## config.mk

```make
export PLATFORM = sky130hd
export DESIGN_NAME = c2wt_div_cell
export DESIGN_NICKNAME = d
export VERILOG_FILES = /design/src/rtl/cycle_count_to_wall_time_core_assert.svh /design/src/rtl/c2wt_pkg.sv /design/src/rtl/c2wt_div_cell.sv
export SDC_FILE = /design/constraint.sdc
export NUM_CORES = 1
export LEC_CHECK = 0
export ABC_AREA = 1
export BUFFER_PORTS_ARGS = -buffer_cell sky130_fd_sc_hd__buf_2
export CAP_MARGIN = 20
export CORE_ASPECT_RATIO = 2
export CORE_MARGIN = 8
export CORE_UTILIZATION = 30
export DETAILED_ROUTE_END_ITERATION = 12
export HOLD_SLACK_MARGIN = 0.08
export PLACE_DENSITY = 0.51
export SLEW_MARGIN = 20
export SYNTH_ARGS = -nofsm -noshare
export SYNTH_HDL_FRONTEND = slang
export SYNTH_SLANG_ARGS = --single-unit
```

## constraint.sdc

```tcl
create_clock -name clk -period 0.8 [get_ports clk]
set_input_delay 0 -clock clk [delete_from_list [all_inputs] [get_ports clk]]
set_output_delay 0 -clock clk [all_outputs]
set_load 0.1 [all_outputs]
```

## src/rtl/cycle_count_to_wall_time_core_assert.svh

```systemverilog
// Assertion macros for the cycle-count to wall-time core.
// Included by the top level; relies on clk and arst_n in scope.
`ifndef CYCLE_COUNT_TO_WALL_TIME_CORE_ASSERT_SVH
`define CYCLE_COUNT_TO_WALL_TIME_CORE_ASSERT_SVH

// Same-cycle implication, held off during reset.
`define C2WT_ASSERT_NOW(lbl, ante, cons, msg) \
	lbl: assert property (@(posedge clk) disable iff (!arst_n) (ante) |-> (cons)) \
		else $error(msg);

// Next-cycle implication, held off during reset.
`define C2WT_ASSERT_NEXT(lbl, ante, cons, msg) \
	lbl: assert property (@(posedge clk) disable iff (!arst_n) (ante) |=> (cons)) \
		else $error(msg);

`endif

```

## src/rtl/c2wt_pkg.sv

```systemverilog
// Shared types and constants of the cycle-count to wall-time core.
// No dependencies.
package c2wt_pkg;
	localparam int unsigned DIVIDEND_W = 94;
	localparam int unsigned REM_W      = 32;
	localparam logic [31:0] FREQ_DEFAULT = 32'd200000000;
	localparam logic [29:0] NS_PER_SEC   = 30'd1000000000;

	typedef enum logic [1:0] {
		REG_REF_TIME  = 2'd0,
		REG_REF_COUNT = 2'd1,
		REG_FREQ      = 2'd2
	} reg_idx_t;

	typedef struct packed {
		logic                    valid;
		logic                    below;
		logic [REM_W-1:0]        rem;
		logic [DIVIDEND_W-1:0]   dq;
	} div_t;
endpackage

```

## src/rtl/c2wt_div_cell.sv

```systemverilog
// One restoring-division cell: retires one quotient bit per item.
// Depends on c2wt_pkg.
module c2wt_div_cell (
	input  logic           clk,
	input  logic           arst_n,
	input  logic           advance,
	input  logic [31:0]    divisor,
	input  c2wt_pkg::div_t prev,
	output c2wt_pkg::div_t next
);
	logic [c2wt_pkg::REM_W:0]      trial;
	logic                          fits;
	logic [c2wt_pkg::REM_W-1:0]    rem_d;
	logic                          valid_q;
	logic                          below_q;
	logic [c2wt_pkg::REM_W-1:0]    rem_q;
	logic [c2wt_pkg::DIVIDEND_W-1:0] dq_q;

	always_comb begin
		trial = {prev.rem, prev.dq[c2wt_pkg::DIVIDEND_W-1]};
		fits  = trial >= {1'b0, divisor};
		rem_d = fits ? c2wt_pkg::REM_W'(trial - {1'b0, divisor})
		             : trial[c2wt_pkg::REM_W-1:0];
	end

	always_ff @(posedge clk or negedge arst_n) begin
		if (!arst_n) begin
			valid_q <= 1'b0;
		end else if (advance) begin
			valid_q <= prev.valid;
		end
	end

	always_ff @(posedge clk) begin
		if (advance) begin
			below_q <= prev.below;
			rem_q   <= rem_d;
			dq_q    <= {prev.dq[c2wt_pkg::DIVIDEND_W-2:0], fits};
		end
	end

	assign next = c2wt_pkg::div_t'{valid: valid_q, below: below_q, rem: rem_q, dq: dq_q};
endmodule

```

* After elaboration in Yosys (flattened, before gate mapping)
Cells that the tools add are included.
** Storage, ports and cells
- Flip-flop bits (word level) :: 128
- Bits of input ports :: 163
- Output and inout port bits :: 128
- Word-level logic and storage cells :: 7
** Cells by class
- Add/subtract/negate cells :: 1
- $lt $le $gt $ge :: 1
- Mux-type cells :: 1
** Operators with widths (number)
- $ge A33 B32 Y1 :: 1
- $mux W32 :: 1
- $sub A32 B32 Y32 :: 1

* Longest topological paths before layout
- Word-level depth :: 2
- Depth in mapped cells :: 16
- Mapped depth without buffers :: 14

* Worst setup path before layout
No wires, ideal clock.
- Path kind :: input to register
- Start :: input port prev[93] (netlist name)
- End :: register rem_q[16] (netlist name) (data pin)
- Setup time :: 252 ps
- Arrival :: 1345 ps
- Data required time :: 548 ps
- Slack :: -798 ps
- Stages :: 13
- Path buffers :: 0
- Cell sequence :: inv_1 -> ha_1 -> fa_1 -> inv_1 -> nand3_1 -> nand3_1 -> nand2_1 -> nand3_1 -> nand3_1 -> nand2_1 -> nand2_1 -> nand3_2 -> nand2_1
** On the way
- Longest elaborated chain between the ends :: 2
- Elaborated cells on any way between the ends :: 3
- Those cells by class :: add/sub (1); order compare (1); mux (1)
** RTL lines
- start: declaration :: RTL line c2wt_div_cell.sv:8 : input c2wt_pkg::div_t prev,
- $sub A32 B32 Y32 / $ge A33 B32 Y1 (equally long branches) :: RTL line c2wt_div_cell.sv:22, c2wt_div_cell.sv:21
- $mux W32 (*) :: RTL line c2wt_div_cell.sv:22 : rem_d = fits ? c2wt_pkg::REM_W'(trial - {1'b0, divisor})
- named net rem_d, one bit :: RTL line c2wt_div_cell.sv:13 : logic [c2wt_pkg::REM_W-1:0] rem_d;
- end signal: assignment :: RTL line c2wt_div_cell.sv:37 : rem_q <= rem_d;
- end: declaration :: RTL line c2wt_div_cell.sv:16 : logic [c2wt_pkg::REM_W-1:0] rem_q;
Mark *: on every way through the listed nets, which the timed path passes. The rest lies on a longest branch.
A chain may end at the register's enable or synchronous reset.

* Worst setup path in the final report
- Start :: input port divisor[4]
- End :: register rem_q[1] (netlist name) (data pin)
** On the way
- Longest elaborated chain between the ends :: 2
** RTL lines
- start: declaration :: RTL line c2wt_div_cell.sv:7 : input logic [31:0] divisor,
- $ge A33 B32 Y1 :: RTL line c2wt_div_cell.sv:21 : fits = trial >= {1'b0, divisor};
- $mux W32 :: RTL line c2wt_div_cell.sv:22
- named net rem_d, one bit :: RTL line c2wt_div_cell.sv:13
The timed path passes the listed nets, and every way through them passes these cells.

==> metrics.json <==
{
  "final_util_pct": 65.4,
  "vias": 7469,
  "cts.sinks": 128,
  "cts_root_buffer": "sky130_fd_sc_hd__clkbuf_16",
  "crit-reg2reg-launch": "valid_q$_DFFE_PN0P_",
  "vdd_ir_drop_max_v": 0.00211,
  "fin_crit_sh_pct": 174,
  "whs_endpoint": "rem_q[10]$_DFFE_PP_",
  "failing_checks": "setup timing",
  "max_clock_freq_ghz": 0.720,
  "place_area_um2": 11900,
  "path_buf_inv": 4,
  "vias_per_cell": 4.54,
  "endpoint_kind": "flip-flop",
  "report.final.setup_viol": 162,
  "grt_first_pass_wirelength_mm": 47.1,
  "ant_nets": 0,
  "drive_gt1_share_pct": 51.7,
  "synth_sequential_area_ratio_pct": 54.6,
  "post_synth_instance_area_um2": 7030,
  "max_slew.worst_pin.slew_ps": 307,
  "routed_wl_mm": 31.3,
  "timing.critical_path.slowest_stage_cell": "sky130_fd_sc_hd__ha_4",
  "layout.nets": 1546,
  "final.min_clock_period_ps": 1390,
  "reg2reg_slack_ps": -100,
  "hold-worst-slack_ps": 105,
  "critPathArrivalTime_ps": 1580,
  "global_route.usage.total_pct": 21.5,
  "most_frequent_standard_cell_in_the_layout_excluding_fill_and_tap_cells": "sky130_fd_sc_hd__nand2_1",
  "final_hold_viol_count": 0,
  "floorplan.die_area_um2": 28900,
  "finalWorstSetupSlack_ps": -589,
  "chip_height_um": 232,
  "gr-total-overflow": 0,
  "final_max_slew_viol_count": 0,
  "port_buffers": 290,
  "critPathLaunchType": "input port",
  "htree_levels": 4,
  "syn-num-nets": 974,
  "grt_setup_unrepaired": "true",
  "cts_tree": "done",
  "cp.required_ps": 990,
  "clock_path_buffers": 2,
  "synth_cell_types": 29,
  "hold_depth": 2,
  "worstRegToRegCells": 2,
  "crit_path_max_incr_delay_ps": 220,
  "die_width_um": 124,
  "cp_cell_sequence": "buf_2 -> inv_2 -> ha_4 -> nand2_1 -> nand2_1 -> inv_1 -> nand2_1 -> nand2_2 -> nand3_4 -> nand2_4 -> nand2_4 -> nand2_8 -> nand2_8 -> buf_12 -> nand2_1 -> o21ai_2",
  "grt_start_max_net_pins": 44,
  "drt-pass1-iter-count": 4,
  "multiInputGateArea_um2": 3660,
  "timing_worst_setup_path_type": "in2reg",
  "final_cell_area_um2": 15100,
  "ys_ff_latch": 128,
  "yosysWarnings": 0,
  "num-fill-cells": 1773,
  "most-common-layout-cells": "189 x sky130_fd_sc_hd__nand2_1, 146 x sky130_fd_sc_hd__buf_2, 136 x sky130_fd_sc_hd__buf_12",
  "area.sequential_um2": 3840,
  "hold_path_startpoint": "advance",
  "initial_core_util_pct": 30.4,
  "clk_pin_slew_ps": 60,
  "power_per_cell_area_nw_per_um2": 1970,
  "total_leakage_power_nw": 7.12,
  "detailedPlace.worstSlack_ps": -1180,
  "route.detailed.wl_per_inst_um": 19.0,
  "flow.area_growth_from_synthesis_pct": 115,
  "total_power_mw": 29.8,
  "max-slew-margin-rel_pct": 79.4,
  "dr.first_iter.drc_count": 303,
  "first_global_vias": 8276,
  "antenna_found_initial": 0,
  "cap_violations": 0,
  "num_rows": 79,
  "syn_avg_cell_area_um2": 9.03,
  "boundaryPins": 291,
  "antenna_cells_inserted": 0,
  "result_of_the_run": "complete, but fails checks",
  "critical_r2r_capture": "valid_q$_DFFE_PN0P_",
  "cts_made_buffers": 17,
  "hold_removal_path_class": "in2reg",
  "cpMostUsedCell": "sky130_fd_sc_hd__nand2_1",
  "cpLargestDelayFamily": "simple AND/OR/NAND/NOR gates",
  "drc": 0,
  "clk_latency_ps": 430,
  "globalplace.congestion": 0.914,
  "synthesis.instances": 778,
  "clock-skew-final_ps": 0,
  "dpl.hpwl_mm": 23.7,
  "core_area_um2": 23100,
  "critical_path.startpoint": "divisor[4]",
  "timing.critical_path.fanout_max": 7
}
## layer usage
metal / up-vias / part of all wire (%) / global-route usage [%]
met5: - / 0 / 0
met4: 0 / 5.3 / 12.6
met3: 71 / 4.6 / 4.81
met2: 268 / 59 / 43.5
met1: 3506 / 31 / 18.6
li1: 3624 / - / -
## power by group
part	internal (mW)	total [mW]	switching [mW]
clock	4.89	7.93	3.04
sequential	8.21	8.77	0.559
combinational	5.24	13.1	7.89
## kinds of logic after synthesis
group,count (synthesis),share of synthesized area (%)
AO/OA/AOI/OAI,25,1.85
XOR/XNOR,14,1.75
flip-flops,128,54.6
adder cells (fa/ha/maj),33,5.98
multiplexers,1,0.160
AND/OR/NAND/NOR,415,26.2
buffers and inverters,162,9.46
## stage by stage
stage	TNS (ps)	std cells
after CTS	-49450	1641
after global routing	-55010	1646
after global placement	-38210	1450
after detailed placement	-39590	1450
final	-49290	1646
after floorplan	-36260	778
## worst max path at each step
| stage | cells after the start | slack (ps) | endpoint |
|---|---|---|---|
| finish | 16 | -590 | rem_q[1]$_DFFE_PP_ |
| global route | 13 | -650 | rem_q[0]$_DFFE_PP_ |
| CTS | 14 | -530 | rem_q[15]$_DFFE_PP_ |
| detailed placement | 14 | -1180 | rem_q[28]$_DFFE_PP_ |
| global placement | 14 | -1190 | rem_q[28]$_DFFE_PP_ |
| floorplan | 12 | -710 | rem_q[31]$_DFFE_PP_ |
## worst register-to-register path: stages (launching register included)
cell                      delay, ps
sky130_fd_sc_hd__dfrtp_1        400
sky130_fd_sc_hd__buf_6          130
sky130_fd_sc_hd__mux2_4         260
## what timing repair did
action,CTS,global route
cloned,4,1
endpoints found under the hold margin,129,1
endpoints found under the setup margin,161,162
hold buffers,129,1
resized for setup,218,67
pin swaps,43,12
setup buffers,27,4
## layout make-up
type	instances	area share, %
clock buffers	18	2.84
clock inverters	14	1.09
inverters	150	3.84
multi-input cells	489	24.2
flip-flops and latches	128	25.4
well taps	283	2.34
repair buffers	564	40.3
## registers in the layout, indices dropped and copies added (netlist names)
signal and cells:
dq_q 94, below_q 1, valid_q 1, rem_q 32
## cells in the mapped netlist, drive strengths merged
cell / n / area share (%)
dfrtp: 1 / 0.36
nand3b: 11 / 1.2
nand3: 67 / 5.6
buf: 12 / 1.4
o21ai: 2 / 0.14
nand2: 279 / 15
inv: 150 / 8.0
a21o: 2 / 0.21
xor2: 13 / 1.6
ha: 32 / 5.7
nor2: 38 / 2.2
nor3: 9 / 0.85
xnor2: 1 / 0.12
a21oi: 21 / 1.5
mux2: 1 / 0.16
and2: 8 / 0.71
nand4: 3 / 0.27
fa: 1 / 0.28
edfxtp: 127 / 54
No activity file was read; power rests on OpenSTA's default activity.
